## src/rtl/msc_pkg.sv

```systemverilog
package msc_pkg;

   // field and datapath widths
   localparam int COUNT_WIDTH = 32;
   localparam int SPEED_W     = 16;
   localparam int GAIN_W      = 16;
   localparam int CPR_W       = 16;
   localparam int US_W        = 16;
   localparam int PERIOD_W    = 20;
   localparam int CSR_DATA_W  = 20;
   localparam int CSR_INDEX_W = 3;
   localparam int INTEG_W     = 17;

   // serial multiplier: multiplicand, serial multiplier operand, product
   // product covers the 28-bit speed scale times a full count magnitude,
   // and at least the 48-bit integral increment
   localparam int MUL_A_W = 32;
   localparam int MUL_B_W = COUNT_WIDTH;
   localparam int PROD_W  = (COUNT_WIDTH + 28 > 48) ? (COUNT_WIDTH + 28) : 48;

   // serial divider: dividend, divisor, saturated quotient
   localparam int DIV_NUM_W = PROD_W;
   localparam int DIV_DEN_W = 32;
   localparam int QUOT_W    = 17;
   localparam int DIV_CNT_W = $clog2(DIV_NUM_W);

   // fixed-point alignment
   localparam int PROP_SHIFT  = 4;
   localparam int Q16_SHIFT   = 16;
   localparam int P_MAG_W     = GAIN_W + SPEED_W - PROP_SHIFT;
   localparam int INTEG_SUM_W = INTEG_W + 2;
   localparam int U_SUM_W     = P_MAG_W + 2;

   // constants of the control law
   localparam logic [MUL_A_W-1:0]   SPEED_SCALE   = 32'd256000000;
   localparam logic [DIV_DEN_W-1:0] INT_TIME_DIV  = 32'd1000000;
   localparam logic [PERIOD_W-1:0]  PERIOD_MAX    = 20'd1000000;
   localparam logic [INTEG_W-1:0]   ONE_Q16       = 17'h10000;
   localparam logic [SPEED_W-1:0]   SPD_LIMIT_POS = 16'h7fff;
   localparam logic [SPEED_W-1:0]   SPD_LIMIT_NEG = 16'h8000;

   // register reset values
   localparam logic [SPEED_W-1:0]  REF_SPEED_RESET = 16'd0;
   localparam logic [GAIN_W-1:0]   PROP_GAIN_RESET = 16'd819;
   localparam logic [GAIN_W-1:0]   INT_GAIN_RESET  = 16'd512;
   localparam logic [CPR_W-1:0]    CPR_RESET       = 16'd80;
   localparam logic [PERIOD_W-1:0] PERIOD_RESET    = 20'd100000;

   // register indexes
   localparam logic [CSR_INDEX_W-1:0] CSR_REF_SPEED     = 3'd0;
   localparam logic [CSR_INDEX_W-1:0] CSR_PROP_GAIN     = 3'd1;
   localparam logic [CSR_INDEX_W-1:0] CSR_INT_GAIN      = 3'd2;
   localparam logic [CSR_INDEX_W-1:0] CSR_CPR           = 3'd3;
   localparam logic [CSR_INDEX_W-1:0] CSR_PWM_PERIOD_NS = 3'd4;

   typedef struct packed {
      logic               start;
      logic [MUL_A_W-1:0] a;
      logic [MUL_B_W-1:0] b;
   } mul_cmd_type;

   typedef struct packed {
      logic              done;
      logic [PROD_W-1:0] prod;
   } mul_rsp_type;

   typedef struct packed {
      logic                 start;
      logic [DIV_NUM_W-1:0] num;
      logic [DIV_DEN_W-1:0] den;
   } div_cmd_type;

   typedef struct packed {
      logic              done;
      logic [QUOT_W-1:0] quot;
   } div_rsp_type;

endpackage

```

## src/rtl/msc_req_if.sv

```systemverilog
interface msc_req_if import msc_pkg::*; ();
   logic                   valid;
   logic                   ready;
   logic [COUNT_WIDTH-1:0] encoder_count;
   logic [US_W-1:0]        elapsed_us;

   modport source (output valid, output encoder_count, output elapsed_us, input ready);
   modport sink (input valid, input encoder_count, input elapsed_us, output ready);
endinterface

```

## src/rtl/msc_rsp_if.sv

```systemverilog
interface msc_rsp_if import msc_pkg::*; ();
   logic                      valid;
   logic                      ready;
   logic [PERIOD_W-1:0]       duty_ns;
   logic                      direction;
   logic signed [SPEED_W-1:0] measured_speed;

   modport source (output valid, output duty_ns, output direction, output measured_speed,
                   input ready);
   modport sink (input valid, input duty_ns, input direction, input measured_speed,
                 output ready);
endinterface

```

## src/rtl/msc_csr_if.sv

```systemverilog
interface msc_csr_if import msc_pkg::*; ();
   logic                   valid;
   logic                   ready;
   logic [CSR_INDEX_W-1:0] index;
   logic [CSR_DATA_W-1:0]  data;

   modport source (output valid, output index, output data, input ready);
   modport sink (input valid, input index, input data, output ready);
endinterface

```

## src/rtl/pi_motor_speed_controller.sv

```systemverilog
// pi speed controller with clamped integrator, bit-serial datapath
// req_if carries one sample tick per transaction: free-running encoder_count
// and elapsed_us since the previous tick. rsp_if returns one transaction per
// tick: duty_ns (pwm high time), direction (sign of the reference) and
// measured_speed (signed q8.8 rev/s). csr_if writes the five registers by
// index (ref_speed, prop_gain, int_gain, encoder counts per revolution,
// pwm_period_ns); it is ready whenever reset is low and should only be
// written while no tick is in flight.
// per tick: six products on a shift-add multiplier (one multiplier operand
// bit per step) and up to two 60-step restoring divisions; the speed
// division is skipped when elapsed_us or the count difference is zero.
// one tick is processed at a time; req_if.ready is high only between ticks,
// so a new tick is accepted only once the previous one has left the sequencer.
// the result sits in an output register: the next tick is accepted while it
// waits, and if rsp_if stalls the following result waits in the last step
// until the register frees up. reset clears the registers to their defaults,
// the previous count and the integrator to zero, and drops rsp_if.valid;
// no transaction is accepted while reset is high.
module pi_motor_speed_controller import msc_pkg::*; (
   input logic        clock,
   input logic        reset,
   msc_req_if.sink    req_if,
   msc_rsp_if.source  rsp_if,
   msc_csr_if.sink    csr_if
);

   typedef enum logic [10:0] {
      ST_IDLE = 11'b00000000001,
      ST_DEN  = 11'b00000000010,
      ST_NUM  = 11'b00000000100,
      ST_SPD  = 11'b00000001000,
      ST_ERR  = 11'b00000010000,
      ST_IG   = 11'b00000100000,
      ST_IGT  = 11'b00001000000,
      ST_IDIV = 11'b00010000000,
      ST_P    = 11'b00100000000,
      ST_DUTY = 11'b01000000000,
      ST_LOAD = 11'b10000000000
   } state_type;

   state_type state_ff, state_in;

   // configuration registers
   logic [SPEED_W-1:0]  ref_speed_ff;
   logic [GAIN_W-1:0]   prop_gain_ff;
   logic [GAIN_W-1:0]   int_gain_ff;
   logic [CPR_W-1:0]    cpr_ff;
   logic [PERIOD_W-1:0] period_ff;

   // loop state
   logic [COUNT_WIDTH-1:0] last_count_ff, last_count_in;
   logic [INTEG_W-1:0]     integ_ff, integ_in;

   // per-tick working registers
   logic                   neg_ff, neg_in;
   logic [COUNT_WIDTH-1:0] mag_ff, mag_in;
   logic [US_W-1:0]        us_ff, us_in;
   logic [DIV_DEN_W-1:0]   den_ff, den_in;
   logic [SPEED_W-1:0]     spd_mag_ff, spd_mag_in;
   logic                   e_neg_ff, e_neg_in;
   logic [SPEED_W-1:0]     e_mag_ff, e_mag_in;

   // output register
   logic                rsp_valid_ff, rsp_valid_in;
   logic [PERIOD_W-1:0] duty_ff, duty_in;
   logic                direction_ff, direction_in;
   logic [SPEED_W-1:0]  speed_ff, speed_in;

   mul_cmd_type mul_cmd;
   mul_rsp_type mul_rsp;
   div_cmd_type div_cmd;
   div_rsp_type div_rsp;

   logic                   req_fire;
   logic                   csr_fire;
   logic [CPR_W-1:0]       cpr_eff;
   logic [PERIOD_W-1:0]    period_eff;
   logic [COUNT_WIDTH-1:0] cnt_diff;
   logic                   cnt_neg;
   logic [COUNT_WIDTH-1:0] cnt_mag;
   logic [SPEED_W-1:0]     spd_limit;
   logic [SPEED_W-1:0]     ref_mag;
   logic [SPEED_W:0]       err;
   logic [SPEED_W:0]       err_abs;
   logic                   err_neg;
   logic [SPEED_W-1:0]     err_mag;
   logic [INTEG_SUM_W-1:0] integ_sum;
   logic [INTEG_W-1:0]     integ_next;
   logic [P_MAG_W-1:0]     p_mag;
   logic [U_SUM_W-1:0]     u_sum;
   logic [INTEG_W-1:0]     u_next;

   msc_mul u_mul (
      .clock (clock),
      .reset (reset),
      .cmd   (mul_cmd),
      .rsp   (mul_rsp)
   );

   msc_div u_div (
      .clock (clock),
      .reset (reset),
      .cmd   (div_cmd),
      .rsp   (div_rsp)
   );

   assign req_fire     = req_if.valid && req_if.ready;
   assign csr_fire     = csr_if.valid && csr_if.ready;
   assign req_if.ready = (state_ff == ST_IDLE) && !reset;
   assign csr_if.ready = !reset;

   // register write decode
   always_ff @(posedge clock) begin
      if (reset) begin
         ref_speed_ff <= REF_SPEED_RESET;
         prop_gain_ff <= PROP_GAIN_RESET;
         int_gain_ff  <= INT_GAIN_RESET;
         cpr_ff       <= CPR_RESET;
         period_ff    <= PERIOD_RESET;
      end else if (csr_fire) begin
         case (csr_if.index)
            CSR_REF_SPEED:     ref_speed_ff <= csr_if.data[SPEED_W-1:0];
            CSR_PROP_GAIN:     prop_gain_ff <= csr_if.data[GAIN_W-1:0];
            CSR_INT_GAIN:      int_gain_ff  <= csr_if.data[GAIN_W-1:0];
            CSR_CPR:           cpr_ff       <= csr_if.data[CPR_W-1:0];
            CSR_PWM_PERIOD_NS: period_ff    <= csr_if.data[PERIOD_W-1:0];
            default: ;
         endcase
      end
   end

   // effective settings: zero counts per rev acts as one, period held to its max
   assign cpr_eff    = (cpr_ff == '0) ? CPR_W'(1) : cpr_ff;
   assign period_eff = (period_ff > PERIOD_MAX) ? PERIOD_MAX : period_ff;

   // wrapping count difference as sign and magnitude
   assign cnt_diff = req_if.encoder_count - last_count_ff;
   assign cnt_neg  = cnt_diff[COUNT_WIDTH-1];
   assign cnt_mag  = cnt_neg ? (~cnt_diff + 1'b1) : cnt_diff;

   assign spd_limit = neg_ff ? SPD_LIMIT_NEG : SPD_LIMIT_POS;

   // speed error on magnitudes
   assign ref_mag = ref_speed_ff[SPEED_W-1] ? (~ref_speed_ff + 1'b1) : ref_speed_ff;
   assign err     = {1'b0, ref_mag} - {1'b0, spd_mag_ff};
   assign err_neg = err[SPEED_W];
   assign err_abs = err_neg ? (~err + 1'b1) : err;
   assign err_mag = err_abs[SPEED_W-1:0];

   // integrator update with clamp to 0..1
   always_comb begin
      if (e_neg_ff) begin
         integ_sum = INTEG_SUM_W'(integ_ff) - INTEG_SUM_W'(div_rsp.quot);
      end else begin
         integ_sum = INTEG_SUM_W'(integ_ff) + INTEG_SUM_W'(div_rsp.quot);
      end
      if (integ_sum[INTEG_SUM_W-1]) begin
         integ_next = '0;
      end else if (integ_sum > INTEG_SUM_W'(ONE_Q16)) begin
         integ_next = ONE_Q16;
      end else begin
         integ_next = integ_sum[INTEG_W-1:0];
      end
   end

   // proportional term plus integrator, clamped to 0..1
   assign p_mag = mul_rsp.prod[PROP_SHIFT +: P_MAG_W];

   always_comb begin
      if (e_neg_ff) begin
         u_sum = U_SUM_W'(integ_ff) - U_SUM_W'(p_mag);
      end else begin
         u_sum = U_SUM_W'(integ_ff) + U_SUM_W'(p_mag);
      end
      if (u_sum[U_SUM_W-1]) begin
         u_next = '0;
      end else if (u_sum > U_SUM_W'(ONE_Q16)) begin
         u_next = ONE_Q16;
      end else begin
         u_next = u_sum[INTEG_W-1:0];
      end
   end

   // tick sequencer
   always_comb begin
      state_in      = state_ff;
      mul_cmd       = '0;
      div_cmd       = '0;
      last_count_in = last_count_ff;
      integ_in      = integ_ff;
      neg_in        = neg_ff;
      mag_in        = mag_ff;
      us_in         = us_ff;
      den_in        = den_ff;
      spd_mag_in    = spd_mag_ff;
      e_neg_in      = e_neg_ff;
      e_mag_in      = e_mag_ff;
      rsp_valid_in  = rsp_valid_ff;
      duty_in       = duty_ff;
      direction_in  = direction_ff;
      speed_in      = speed_ff;

      // result taken by the receiver
      if (rsp_valid_ff && rsp_if.ready) begin
         rsp_valid_in = 1'b0;
      end

      case (state_ff)
         ST_IDLE: begin
            if (req_fire) begin
               last_count_in = req_if.encoder_count;
               neg_in        = cnt_neg;
               mag_in        = cnt_mag;
               us_in         = req_if.elapsed_us;
               mul_cmd.start = 1'b1;
               mul_cmd.a     = MUL_A_W'(cpr_eff);
               mul_cmd.b     = MUL_B_W'(req_if.elapsed_us);
               state_in      = ST_DEN;
            end
         end
         ST_DEN: begin
            // denominator counts per rev times elapsed_us
            if (mul_rsp.done) begin
               den_in        = mul_rsp.prod[DIV_DEN_W-1:0];
               mul_cmd.start = 1'b1;
               mul_cmd.a     = SPEED_SCALE;
               mul_cmd.b     = mag_ff;
               state_in      = ST_NUM;
            end
         end
         ST_NUM: begin
            if (mul_rsp.done) begin
               if ((us_ff == '0) || (mag_ff == '0)) begin
                  spd_mag_in = '0;
                  state_in   = ST_ERR;
               end else begin
                  div_cmd.start = 1'b1;
                  div_cmd.num   = mul_rsp.prod[DIV_NUM_W-1:0];
                  div_cmd.den   = den_ff;
                  state_in      = ST_SPD;
               end
            end
         end
         ST_SPD: begin
            if (div_rsp.done) begin
               if (div_rsp.quot > QUOT_W'(spd_limit)) begin
                  spd_mag_in = spd_limit;
               end else begin
                  spd_mag_in = div_rsp.quot[SPEED_W-1:0];
               end
               state_in = ST_ERR;
            end
         end
         ST_ERR: begin
            e_neg_in      = err_neg;
            e_mag_in      = err_mag;
            mul_cmd.start = 1'b1;
            mul_cmd.a     = MUL_A_W'(int_gain_ff);
            mul_cmd.b     = MUL_B_W'(err_mag);
            state_in      = ST_IG;
         end
         ST_IG: begin
            if (mul_rsp.done) begin
               mul_cmd.start = 1'b1;
               mul_cmd.a     = mul_rsp.prod[MUL_A_W-1:0];
               mul_cmd.b     = MUL_B_W'(us_ff);
               state_in      = ST_IGT;
            end
         end
         ST_IGT: begin
            // scale the integral increment from microseconds to seconds
            if (mul_rsp.done) begin
               div_cmd.start = 1'b1;
               div_cmd.num   = mul_rsp.prod[DIV_NUM_W-1:0];
               div_cmd.den   = INT_TIME_DIV;
               state_in      = ST_IDIV;
            end
         end
         ST_IDIV: begin
            if (div_rsp.done) begin
               integ_in      = integ_next;
               mul_cmd.start = 1'b1;
               mul_cmd.a     = MUL_A_W'(prop_gain_ff);
               mul_cmd.b     = MUL_B_W'(e_mag_ff);
               state_in      = ST_P;
            end
         end
         ST_P: begin
            if (mul_rsp.done) begin
               mul_cmd.start = 1'b1;
               mul_cmd.a     = MUL_A_W'(period_eff);
               mul_cmd.b     = MUL_B_W'(u_next);
               state_in      = ST_DUTY;
            end
         end
         ST_DUTY: begin
            if (mul_rsp.done) begin
               state_in = ST_LOAD;
            end
         end
         ST_LOAD: begin
            // wait for the output register to free up
            if (!rsp_valid_ff || rsp_if.ready) begin
               rsp_valid_in = 1'b1;
               duty_in      = mul_rsp.prod[Q16_SHIFT +: PERIOD_W];
               direction_in = ref_speed_ff[SPEED_W-1];
               speed_in     = neg_ff ? (~spd_mag_ff + 1'b1) : spd_mag_ff;
               state_in     = ST_IDLE;
            end
         end
         default: begin
            state_in = ST_IDLE;
         end
      endcase
   end

   always_ff @(posedge clock) begin
      if (reset) begin
         state_ff      <= ST_IDLE;
         rsp_valid_ff  <= 1'b0;
         last_count_ff <= '0;
         integ_ff      <= '0;
      end else begin
         state_ff      <= state_in;
         rsp_valid_ff  <= rsp_valid_in;
         last_count_ff <= last_count_in;
         integ_ff      <= integ_in;
      end
   end

   always_ff @(posedge clock) begin
      neg_ff       <= neg_in;
      mag_ff       <= mag_in;
      us_ff        <= us_in;
      den_ff       <= den_in;
      spd_mag_ff   <= spd_mag_in;
      e_neg_ff     <= e_neg_in;
      e_mag_ff     <= e_mag_in;
      duty_ff      <= duty_in;
      direction_ff <= direction_in;
      speed_ff     <= speed_in;
   end

   assign rsp_if.valid          = rsp_valid_ff;
   assign rsp_if.duty_ns        = duty_ff;
   assign rsp_if.direction      = direction_ff;
   assign rsp_if.measured_speed = speed_ff;

`ifndef NO_ASSERTIONS
   a_integ_bound: assert property (@(posedge clock) disable iff (reset)
      integ_ff <= ONE_Q16)
      else $error("integrator left its 0..1 range");

   a_duty_bound: assert property (@(posedge clock) disable iff (reset)
      rsp_valid_ff |-> duty_ff <= period_eff)
      else $error("duty exceeds the pwm period");

   a_result_source: assert property (@(posedge clock) disable iff (reset)
      $rose(rsp_valid_ff) |-> $past(state_ff == ST_LOAD))
      else $error("result presented without a finished tick");
`endif

endmodule

```

## src/rtl/msc_mul.sv

```systemverilog
module msc_mul import msc_pkg::*; (
   input  logic        clock,
   input  logic        reset,
   input  mul_cmd_type cmd,
   output mul_rsp_type rsp
);

   logic               busy_ff, busy_in;
   logic [PROD_W-1:0]  a_ff, a_in;
   logic [PROD_W-1:0]  acc_ff, acc_in;
   logic [MUL_B_W-1:0] b_ff, b_in;
   logic               last_step;

   // finished once no multiplier bits are left
   assign last_step = busy_ff && (b_ff == '0);

   // shift-add, one multiplier bit per cycle
   always_comb begin
      busy_in = busy_ff;
      a_in    = a_ff;
      b_in    = b_ff;
      acc_in  = acc_ff;
      if (cmd.start) begin
         busy_in = 1'b1;
         a_in    = PROD_W'(cmd.a);
         b_in    = cmd.b;
         acc_in  = '0;
      end else if (last_step) begin
         busy_in = 1'b0;
      end else if (busy_ff) begin
         if (b_ff[0]) begin
            acc_in = acc_ff + a_ff;
         end
         a_in = {a_ff[PROD_W-2:0], 1'b0};
         b_in = {1'b0, b_ff[MUL_B_W-1:1]};
      end
   end

   always_ff @(posedge clock) begin
      if (reset) begin
         busy_ff <= 1'b0;
      end else begin
         busy_ff <= busy_in;
      end
   end

   always_ff @(posedge clock) begin
      a_ff   <= a_in;
      b_ff   <= b_in;
      acc_ff <= acc_in;
   end

   assign rsp.done = last_step;
   assign rsp.prod = acc_ff;

endmodule

```

## src/rtl/msc_div.sv

```systemverilog
module msc_div import msc_pkg::*; (
   input  logic        clock,
   input  logic        reset,
   input  div_cmd_type cmd,
   output div_rsp_type rsp
);

   logic                 busy_ff, busy_in;
   logic                 done_ff, done_in;
   logic                 ovf_ff, ovf_in;
   logic [DIV_NUM_W-1:0] num_ff, num_in;
   logic [DIV_DEN_W-1:0] den_ff, den_in;
   logic [DIV_DEN_W-1:0] rem_ff, rem_in;
   logic [QUOT_W-1:0]    q_ff, q_in;
   logic [DIV_CNT_W-1:0] cnt_ff, cnt_in;
   logic [DIV_DEN_W:0]   trial;
   logic [DIV_DEN_W:0]   trial_diff;
   logic                 ge;

   // restoring step: bring down one dividend bit and try the divisor
   assign trial      = {rem_ff, num_ff[DIV_NUM_W-1]};
   assign trial_diff = trial - {1'b0, den_ff};
   assign ge         = (trial >= {1'b0, den_ff});

   always_comb begin
      busy_in = busy_ff;
      done_in = 1'b0;
      ovf_in  = ovf_ff;
      num_in  = num_ff;
      den_in  = den_ff;
      rem_in  = rem_ff;
      q_in    = q_ff;
      cnt_in  = cnt_ff;
      if (cmd.start) begin
         busy_in = 1'b1;
         ovf_in  = 1'b0;
         num_in  = cmd.num;
         den_in  = cmd.den;
         rem_in  = '0;
         q_in    = '0;
         cnt_in  = DIV_CNT_W'(DIV_NUM_W - 1);
      end else if (busy_ff) begin
         rem_in = ge ? trial_diff[DIV_DEN_W-1:0] : trial[DIV_DEN_W-1:0];
         num_in = {num_ff[DIV_NUM_W-2:0], 1'b0};
         // quotient bits pushed past the top mark an overflow
         ovf_in = ovf_ff | q_ff[QUOT_W-1];
         q_in   = {q_ff[QUOT_W-2:0], ge};
         if (cnt_ff == '0) begin
            busy_in = 1'b0;
            done_in = 1'b1;
         end else begin
            cnt_in = cnt_ff - 1'b1;
         end
      end
   end

   always_ff @(posedge clock) begin
      if (reset) begin
         busy_ff <= 1'b0;
         done_ff <= 1'b0;
      end else begin
         busy_ff <= busy_in;
         done_ff <= done_in;
      end
   end

   always_ff @(posedge clock) begin
      ovf_ff <= ovf_in;
      num_ff <= num_in;
      den_ff <= den_in;
      rem_ff <= rem_in;
      q_ff   <= q_in;
      cnt_ff <= cnt_in;
   end

   // saturated quotient
   assign rsp.done = done_ff;
   assign rsp.quot = ovf_ff ? '1 : q_ff;

`ifndef NO_ASSERTIONS
   a_done_idle: assert property (@(posedge clock) disable iff (reset)
      done_ff |-> !busy_ff)
      else $error("divider reports done while still iterating");

   a_start_busy: assert property (@(posedge clock) disable iff (reset)
      cmd.start |=> busy_ff && !done_ff)
      else $error("divider did not begin after start");
`endif

endmodule

```

## src/flat_wrapper.sv

```systemverilog
// flat-port wrapper written by rule: the top's interface ports become plain ports
module pi_motor_speed_controller_flat import msc_pkg::*;
  (clock, reset, req_if_valid, req_if_encoder_count, req_if_elapsed_us, req_if_ready, rsp_if_valid, rsp_if_duty_ns, rsp_if_direction, rsp_if_measured_speed, rsp_if_ready, csr_if_valid, csr_if_index, csr_if_data, csr_if_ready);
  msc_req_if req_if_i ();
  msc_rsp_if rsp_if_i ();
  msc_csr_if csr_if_i ();
  input logic clock;
  input logic reset;
  input wire logic [$bits(req_if_i.valid)-1:0] req_if_valid;
  input wire logic [$bits(req_if_i.encoder_count)-1:0] req_if_encoder_count;
  input wire logic [$bits(req_if_i.elapsed_us)-1:0] req_if_elapsed_us;
  output wire logic [$bits(req_if_i.ready)-1:0] req_if_ready;
  output wire logic [$bits(rsp_if_i.valid)-1:0] rsp_if_valid;
  output wire logic [$bits(rsp_if_i.duty_ns)-1:0] rsp_if_duty_ns;
  output wire logic [$bits(rsp_if_i.direction)-1:0] rsp_if_direction;
  output wire logic [$bits(rsp_if_i.measured_speed)-1:0] rsp_if_measured_speed;
  input wire logic [$bits(rsp_if_i.ready)-1:0] rsp_if_ready;
  input wire logic [$bits(csr_if_i.valid)-1:0] csr_if_valid;
  input wire logic [$bits(csr_if_i.index)-1:0] csr_if_index;
  input wire logic [$bits(csr_if_i.data)-1:0] csr_if_data;
  output wire logic [$bits(csr_if_i.ready)-1:0] csr_if_ready;
  assign req_if_i.valid = req_if_valid;
  assign req_if_i.encoder_count = req_if_encoder_count;
  assign req_if_i.elapsed_us = req_if_elapsed_us;
  assign req_if_ready = req_if_i.ready;
  assign rsp_if_valid = rsp_if_i.valid;
  assign rsp_if_duty_ns = rsp_if_i.duty_ns;
  assign rsp_if_direction = rsp_if_i.direction;
  assign rsp_if_measured_speed = rsp_if_i.measured_speed;
  assign rsp_if_i.ready = rsp_if_ready;
  assign csr_if_i.valid = csr_if_valid;
  assign csr_if_i.index = csr_if_index;
  assign csr_if_i.data = csr_if_data;
  assign csr_if_ready = csr_if_i.ready;
  pi_motor_speed_controller u_core (.clock(clock), .reset(reset), .req_if(req_if_i), .rsp_if(rsp_if_i), .csr_if(csr_if_i));
endmodule
```

## config.mk

```make
export PLATFORM = sky130hd
export DESIGN_NAME = pi_motor_speed_controller_flat
export DESIGN_NICKNAME = d
export VERILOG_FILES = /design/src/rtl/msc_pkg.sv /design/src/rtl/msc_req_if.sv /design/src/rtl/msc_rsp_if.sv /design/src/rtl/msc_csr_if.sv /design/src/rtl/pi_motor_speed_controller.sv /design/src/rtl/msc_mul.sv /design/src/rtl/msc_div.sv /design/src/flat_wrapper.sv
export SDC_FILE = /design/constraint.sdc
export NUM_CORES = 2
export LEC_CHECK = 0
export BUFFER_PORTS_ARGS = -buffer_cell sky130_fd_sc_hd__buf_4
export CAP_MARGIN = 20
export CORE_MARGIN = 2
export CORE_UTILIZATION = 45
export CTS_CLUSTER_DIAMETER = 150
export DETAILED_ROUTE_END_ITERATION = 6
export GPL_ROUTABILITY_DRIVEN = 0
export GPL_TIMING_DRIVEN = 1
export SETUP_SLACK_MARGIN = 0.02
export SLEW_MARGIN = 25
export SYNTH_ARGS = -nofsm -noshare
export SYNTH_HDL_FRONTEND = slang
export SYNTH_SLANG_ARGS = --single-unit
```

## constraint.sdc

```tcl
create_clock -name clock -period 4.9 [get_ports clock]
set_clock_uncertainty 0.2 [all_clocks]
set_input_delay 0.735 -clock clock [delete_from_list [all_inputs] [get_ports clock]]
set_output_delay 0.735 -clock clock [all_outputs]
set_load 0.01 [all_outputs]
```

== Word level (Yosys, flattened, before mapping) ==
Index checks and enable logic that the tools add are counted.
Operators by class
  $lt $le $gt $ge: 5
  equality and inequality tests: 27
  multiply operators: 0
  div/mod/pow operators: 0
  bitwise logic cells: 8
  $add $sub $neg: 13
  reductions and logical operators: 35
  multiplexer cells: 59
  shifts and indexed selects: 0
Operator list (count)
  case mux 65 bit (6 select lines): 1
  two-way mux 65 bit: 5
  two-way mux 93 bit: 3
  two-way mux 32 bit: 7
  case mux 93 bit (2 select lines): 1
  two-way mux 16 bit: 9
  case mux 11 bit (11 select lines): 1
  two-way mux 60 bit: 2
  two-way mux 11 bit: 10
  two-way mux 17 bit: 5
  logical NOT 32 bit: 2
  subtractor 32 bit: 2
  adder 60 bit: 1
  adder 16 x 1 -> 16 bit, second input constant: 3
  inverter 16 bit: 3
  >= comparator 33 x 32 -> 1 bit: 1
  adder 32 x 1 -> 32 bit, second input constant: 1
  logical NOT 16 bit: 2
  inverter 32 bit: 1
  case mux 16 bit (2 select lines): 1
  two-way mux 31 bit: 1
  > comparator 30 x 17 -> 1 bit, second input constant: 1
  two-way mux 30 bit: 1
  adder 17 x 28 -> 29 bit: 1
  other kinds (41): 82
Storage, ports and cells
  logic and storage cells: 180
  memories: 0
  latch bits: 0
  output and inout bits: 40
  bits of input ports: 76
  memory bits (writable): 0
  bits in registers: 599
  memory bits (read-only): 0

== Logic depth before layout (Yosys ltp) ==
  depth in word-level cells: 10
  gate-level depth with buffers: 19
  depth with buffers taken out: 18

== By module ==
A second synthesis with hierarchy kept.
Second synthesis, totals
  cell total of the unflattened synthesis: 4252
  area, all modules: 38455.6 µm²
By module, submodules not included
  pi_motor_speed_controller: cells each 2490, instances 1, area each 21125.3 µm², seq. area each 7437.1 µm²
  msc_mul: cells each 1021, instances 1, area each 9469.1 µm², seq. area each 3703.6 µm²
  msc_div: cells each 741, instances 1, area each 7861.3 µm², seq. area each 3923.8 µm²

== Worst setup path before layout ==
Ideal clock, no wire load.
  kind: reg-to-reg
  start point: register u_core.state_ff[1]
  end point: register u_core.u_mul.a_ff[0], enable pin
  stages on the path, launching flop included: 10
  slack: 0.393 ns
  data arrival time: 3.884 ns
  period minus slack after synthesis: 4.507 ns
  required time: 4.276 ns
  cell sequence: dfxtp_1 -> or3_1 -> nor4b_2 -> nand2_1 -> nor4b_2 -> nor3_1 -> and2_1 -> clkbuf_1 -> clkbuf_1 -> nand2_1
Between the ends
  longest elaborated chain between the ends: 7
  elaborated cells on any way between the ends: 13
  those cells by class: eq/ne: 7; mux: 2; reduce/logical: 4
Ends and longest elaborated chain
  start, declared: RTL line pi_motor_speed_controller.sv:41  | state_type state_ff, state_in;
  start signal, assigned: RTL line pi_motor_speed_controller.sv:324  | state_ff <= state_in;
  equality test 11 x 1 -> 1 bit: RTL line pi_motor_speed_controller.sv:109, pi_motor_speed_controller.sv:208
  logical AND 1 bit: RTL line pi_motor_speed_controller.sv:109  | assign req_if.ready = (state_ff == ST_IDLE) && !reset;
  logical AND 1 bit: RTL line pi_motor_speed_controller.sv:107  | assign req_fire = req_if.valid && req_if.ready;
  two-way mux 65 bit: RTL line pi_motor_speed_controller.sv:210  | if (req_fire) begin
  case mux 65 bit (6 select lines) *: RTL line pi_motor_speed_controller.sv:208  | case (state_ff)
  != test 2 x 1 -> 1 bit (no line) / nonzero test 2 bit (equally long branches)
  AND reduction 2 bit (no line) *
  end signal, assigned: RTL line msc_mul.sv:48  | a_ff <= a_in;
  end, declared: RTL line msc_mul.sv:9  | logic [PROD_W-1:0] a_ff, a_in;
Every way passes the cells marked *; elsewhere a longest branch is shown, timed or not.
A chain may end at the register's enable or synchronous reset.

== Worst setup path after layout ==
  start point: register u_core.integ_ff[1]
  end point: register u_core.u_mul.b_ff[16] (data pin)
Between the ends
  longest elaborated chain between the ends: 8
  elaborated cells on any way between the ends: 9
  those cells by class: add/sub: 2; order compare: 1; mux: 6
Ends and longest elaborated chain
  start, declared: RTL line pi_motor_speed_controller.sv:52  | logic [INTEG_W-1:0] integ_ff, integ_in;
  start signal, assigned: RTL line pi_motor_speed_controller.sv:327  | integ_ff <= integ_in;
  adder 17 x 28 -> 29 bit / subtractor 17 x 28 -> 29 bit (equally long branches): RTL line pi_motor_speed_controller.sv:173, pi_motor_speed_controller.sv:171
  two-way mux 30 bit *: RTL line pi_motor_speed_controller.sv:170  | if (e_neg_ff) begin
  > comparator 30 x 17 -> 1 bit: RTL line pi_motor_speed_controller.sv:177  | end else if (u_sum > U_SUM_W'(ONE_Q16)) begin
  two-way mux 17 bit: RTL line pi_motor_speed_controller.sv:177
  two-way mux 17 bit *: RTL line pi_motor_speed_controller.sv:175  | if (u_sum[U_SUM_W-1]) begin
  two-way mux 65 bit *: RTL line pi_motor_speed_controller.sv:289  | if (mul_rsp.done) begin
  case mux 65 bit (6 select lines) *: RTL line pi_motor_speed_controller.sv:208
  two-way mux 32 bit *: RTL line msc_mul.sv:23  | if (cmd.start) begin
  named net u_core.u_mul.b_in[16]: RTL line msc_mul.sv:11  | logic [MUL_B_W-1:0] b_ff, b_in;
  end signal, assigned: RTL line msc_mul.sv:49  | b_ff <= b_in;
  end, declared: RTL line msc_mul.sv:11
Mark *: on every way through the listed nets, which the timed path passes. The rest lies on a longest branch.

==> impl_summary.log <==
INFO  metric run_status = finished clean
INFO  metric max_stage_delay = roughly 0.58 ns
INFO  metric cts.htree.levels = 3
INFO  metric max-clock-path-buffers = 3
INFO  metric drt-initial-drc-count = between 2000 and 3000
INFO  metric drv.max_cap_violation_count = 0
INFO  metric switching_share = between 30% and 40%
INFO  metric top_level_ports = roughly 120
INFO  metric power_per_cell_area = 367 nW/µm²
INFO  metric power.combinational.fraction = 23.9%
INFO  metric grt_max_degree = 113
INFO  metric floorplan.core_area = between 80000 and 90000 µm²
INFO  metric fmaxAchievable = around 220 MHz
INFO  metric layout.filler_cells = 7588
INFO  metric fraction_of_layout_instances_using_a_drive_strength_above_1 = under 10%
INFO  metric remaining_antenna_violation_count_after_routing = 0
INFO  metric numPlacedInstances = around 5200
INFO  metric synthToLayoutAreaGrowth = 12.7%
INFO  metric rsz0062_at_grt = no
INFO  metric core.rowCount = approximately 100
INFO  metric floorplan.die_area = 83100 µm²
INFO  metric start_kind = flop
INFO  metric ys_warn_count = 0
INFO  metric cts.repair.resized = 0
INFO  metric drt-vias-per-instance = between 5 and 6
INFO  metric syn_inst = approximately 4200
INFO  metric worst_ir_drop_vdd = between 0.3 and 0.4 mV
INFO  metric leakage = 0.0165 µW
INFO  metric final-max-slew-violation-count = 0
INFO  metric via_count = 30900
INFO  metric insertion_delay = between 0.6 and 0.7 ns
INFO  metric drtPass1Iterations = 7
INFO  metric synthDistinctLibCells = 100
INFO  metric final_min_period = about 4.6 ns
INFO  metric share_seq_of_total_power = 39.3%
INFO  metric detailedPlacementHpwl = 75000 µm
INFO  metric chipHeight = slightly below 300 µm
INFO  metric grt_pass1_wl = 163000 µm
INFO  metric synth_fp_nets = approximately 4500
INFO  metric synth.avg_cell_area = between 8 and 9 µm²
INFO  metric setup_violators_final = 0
INFO  metric endpoint_kind = flop
INFO  metric initial_core_util = between 40% and 50%
INFO  metric slew-limit-headroom = between 30% and 40%
INFO  metric tritoncts = yes
INFO  metric grt_remaining_overflow = 0
INFO  metric number_of_hold_violations_in_the_final_report = 0
INFO  metric routed_wire_length = around 100000 µm
INFO  metric yosysSeqAreaShare = about two fifths
INFO  metric ys_seq_elements = around 600
INFO  metric final_cells = approximately 5300
INFO  metric critical_path.max_fanout = 6
INFO  metric max_slew.worst_pin.slew = approximately 1.0 ns
INFO  metric worstHoldPathType = input pin to flop
INFO  metric synth_top_flop_cell = sky130_fd_sc_hd__edfxtp_1
INFO  metric switching_power = 4740 µW
INFO  metric global_route.usage.total = around a quarter
INFO  metric timing_worst_setup_path_type = flop to flop
INFO  metric synth_edf_count = slightly above 300
INFO  metric post_cts_setup_repair_buffer_count = 0
INFO  metric vias_in_the_first_global_route = between 20000 and 30000
INFO  metric syn_area = 36300 µm²
INFO  metric cts_sinks = 599
INFO  metric synth_async_sr_flop_share = 0%
INFO  metric cp.required = around 5 ns
INFO  metric clock_network_fraction_of_design_power = around 37%
INFO  metric cts_hold_buf = 0
INFO  metric clk_transition_reported_paths = about 0.060 ns
INFO  metric layout_worst_path_cycle_share = 94.9%
INFO  metric worstPathArrival = approximately 4.8 ns
INFO  metric tritoncts.num_buffers = 72
INFO  metric post-route-drc-count = 0
INFO  metric timing.setup.tns = 0 ns
INFO  metric die-width = 288 µm
INFO  metric crit_path_cells = inv_1 > fa_1 > nor2_1 > o221ai_1 > a2111oi_4 > o21ai_2 > a211oi_1 > o32ai_2 > xnor2_1 > or4_4 > or4_1 > nor2_1 > o21ai_1
INFO  metric power_report.internal_total = between 10000 and 15000 µW
INFO  metric io_buffers = 115
INFO  metric net_total_in_the_final_layout = approximately 4500
INFO  metric antenna_found_initial = 0
INFO  metric cts_root_buffer = sky130_fd_sc_hd__clkbuf_16
INFO  metric post_drt_wl_per_cell = just under 20 µm
INFO  metric cpMaxStageDelayCell = sky130_fd_sc_hd__a2111oi_4
INFO  metric path_common_cell = sky130_fd_sc_hd__nor2_1
## final timing paths
check                                       start                                    to  slack (ns)  depth (start not counted)
min                          req_if_elapsed_us[5]             u_core.us_ff[5]$_DFFE_PP_         0.1                          1
max               u_core.integ_ff[1]$_SDFFE_PP0P_       u_core.u_mul.b_ff[16]$_DFFE_PP_        0.25                         13
max reg2reg       u_core.integ_ff[1]$_SDFFE_PP0P_       u_core.u_mul.b_ff[16]$_DFFE_PP_        0.25                         13
min reg2reg  u_core.prop_gain_ff[12]$_SDFFE_PP0P_  u_core.prop_gain_ff[12]$_SDFFE_PP0P_        0.26                          2
## power by group through the flow
stage	clock, µW	combinational [µW]	sequential (µW)
2_1_floorplan	0	2500	5930
3_3_place_gp	0	3520	6010
3_5_place_dp	0	3530	6020
4_1_cts	5650	3550	5910
5_1_grt	5810	3940	5940
6_report	5530	3600	5920
## registers in the layout, indices dropped and copies added (netlist names), 32 cells and up
name                  count
u_core.u_mul.acc_ff      60
u_core.mag_ff            32
u_core.u_div.den_ff      32
u_core.u_mul.a_ff        60
u_core.u_div.num_ff      60
u_core.den_ff            32
u_core.u_mul.b_ff        32
u_core.last_count_ff     32
u_core.u_div.rem_ff      32
## worst max-delay path: cells and delay by family, from the launching register on
family | cells | cell delay, ns
compound gates | 6 | 1.55
xor+xnor | 1 | 0.16
fa+ha+maj | 1 | 0.45
buf+inv | 1 | 0.19
flops | 1 | 0.43
simple gates | 4 | 1.41
## cells by family (layout without fill, tap and decap cells)
group	after synthesis	count (layout)	synth area share (%)
compound gates	1178	1178	20.7
xor+xnor	224	224	5.40
fa+ha+maj	236	236	8.29
buf+inv	438	561	4.71
flops	599	599	41.4
mux	39	39	1.09
other cells	0	1	0
simple gates	1444	1444	18.4
## synth_stat cells, types with 35 or more instances
cell | n | share of area (%)
sky130_fd_sc_hd__o31ai_1 | 57 | 1.2
sky130_fd_sc_hd__inv_1 | 224 | 2.3
sky130_fd_sc_hd__nand2b_1 | 36 | 0.62
sky130_fd_sc_hd__xnor2_1 | 151 | 3.6
sky130_fd_sc_hd__a211oi_1 | 47 | 0.97
sky130_fd_sc_hd__nand4_1 | 49 | 0.84
sky130_fd_sc_hd__ha_1 | 228 | 7.8
sky130_fd_sc_hd__a21o_1 | 101 | 2.1
sky130_fd_sc_hd__clkbuf_1 | 167 | 1.7
sky130_fd_sc_hd__dfxtp_1 | 292 | 16
sky130_fd_sc_hd__nor3_1 | 60 | 0.83
sky130_fd_sc_hd__nand3_1 | 120 | 1.7
sky130_fd_sc_hd__and3_1 | 43 | 0.74
sky130_fd_sc_hd__mux2i_1 | 35 | 0.96
sky130_fd_sc_hd__nor4_1 | 44 | 0.76
sky130_fd_sc_hd__nor2_1 | 248 | 2.6
sky130_fd_sc_hd__nand2_1 | 675 | 7.0
sky130_fd_sc_hd__a31oi_1 | 47 | 0.81
sky130_fd_sc_hd__o21ai_0 | 202 | 2.8
sky130_fd_sc_hd__edfxtp_1 | 307 | 25
sky130_fd_sc_hd__xor2_1 | 73 | 1.8
sky130_fd_sc_hd__a21oi_1 | 401 | 5.5
## metal layers
metal / part of all wire (%) / global-route usage [%] / vias up
met4: 2.5 / 6.74 / 0
met2: 44 / 39.1 / 958
met5: 0 / 0 / -
met3: 6.4 / 3.48 / 170
met1: 47 / 35.5 / 14600
li1: - / - / 15200
## cell type report
type / instances / area, µm² / share of cell area (%)
well taps: 1060 / 1330 / 3.24
repair buffers: 201 / 1620 / 3.96
clock buffers: 107 / 2130 / 5.21
inverters: 226 / 851 / 2.08
multi-input cells: 3121 / 19700 / 48.0
clock inverters: 27 / 310 / 0.757
diodes: 1 / 2.50 / 0.00611
flip-flops and latches: 599 / 15100 / 36.8
## cell usage in the layout, fill, tap and decap left out, types with 10 or more instances in the layout
| cell type | n |
|---|---|
| sky130_fd_sc_hd__o211ai_1 | 23 |
| sky130_fd_sc_hd__buf_4 | 192 |
| sky130_fd_sc_hd__edfxtp_1 | 307 |
| sky130_fd_sc_hd__a21o_1 | 101 |
| sky130_fd_sc_hd__nand2_1 | 672 |
| sky130_fd_sc_hd__a222oi_1 | 15 |
| sky130_fd_sc_hd__nand3b_1 | 13 |
| sky130_fd_sc_hd__nor2b_1 | 33 |
| sky130_fd_sc_hd__clkbuf_1 | 20 |
| sky130_fd_sc_hd__mux2i_1 | 35 |
| sky130_fd_sc_hd__a221oi_1 | 15 |
| sky130_fd_sc_hd__nor3_1 | 58 |
| sky130_fd_sc_hd__a22oi_1 | 18 |
| sky130_fd_sc_hd__xor2_1 | 73 |
| sky130_fd_sc_hd__a31oi_1 | 47 |
| sky130_fd_sc_hd__nand3_1 | 120 |
| sky130_fd_sc_hd__nand4_1 | 49 |
| sky130_fd_sc_hd__o21ai_1 | 29 |
| sky130_fd_sc_hd__or4_1 | 15 |
| sky130_fd_sc_hd__inv_1 | 222 |
| sky130_fd_sc_hd__dfxtp_1 | 291 |
| sky130_fd_sc_hd__xnor2_1 | 151 |
| sky130_fd_sc_hd__a21oi_1 | 401 |
| sky130_fd_sc_hd__nor4_1 | 42 |
| sky130_fd_sc_hd__a221o_1 | 14 |
| sky130_fd_sc_hd__and2_1 | 13 |
| sky130_fd_sc_hd__o21ai_0 | 201 |
| sky130_fd_sc_hd__a22o_1 | 34 |
| sky130_fd_sc_hd__nand2b_1 | 36 |
| sky130_fd_sc_hd__and3_1 | 42 |
| sky130_fd_sc_hd__nor2_1 | 244 |
| sky130_fd_sc_hd__o41ai_1 | 10 |
| sky130_fd_sc_hd__o21a_1 | 29 |
| sky130_fd_sc_hd__o21bai_1 | 29 |
| sky130_fd_sc_hd__or2_2 | 32 |
| sky130_fd_sc_hd__ha_1 | 228 |
| sky130_fd_sc_hd__or3_1 | 19 |
| sky130_fd_sc_hd__o31ai_1 | 57 |
| sky130_fd_sc_hd__a211oi_1 | 47 |
| sky130_fd_sc_hd__clkbuf_16 | 77 |
## metrics by stage
stage	cell area (µm²)	setup WS (ns)	utilization, %	power, µW	hold WS (ns)
floorplan	36300	0.393	-	8430	0.236
global placement	38500	0.282	48.0	9530	0.241
detailed placement	38500	0.217	48.0	9540	0.246
CTS	41000	0.354	51.0	15100	0.0614
global route	41000	0.0520	51.0	15700	0.0713
finish	41000	0.250	51.0	15100	0.0990
(Power assumes the default switching activity.)
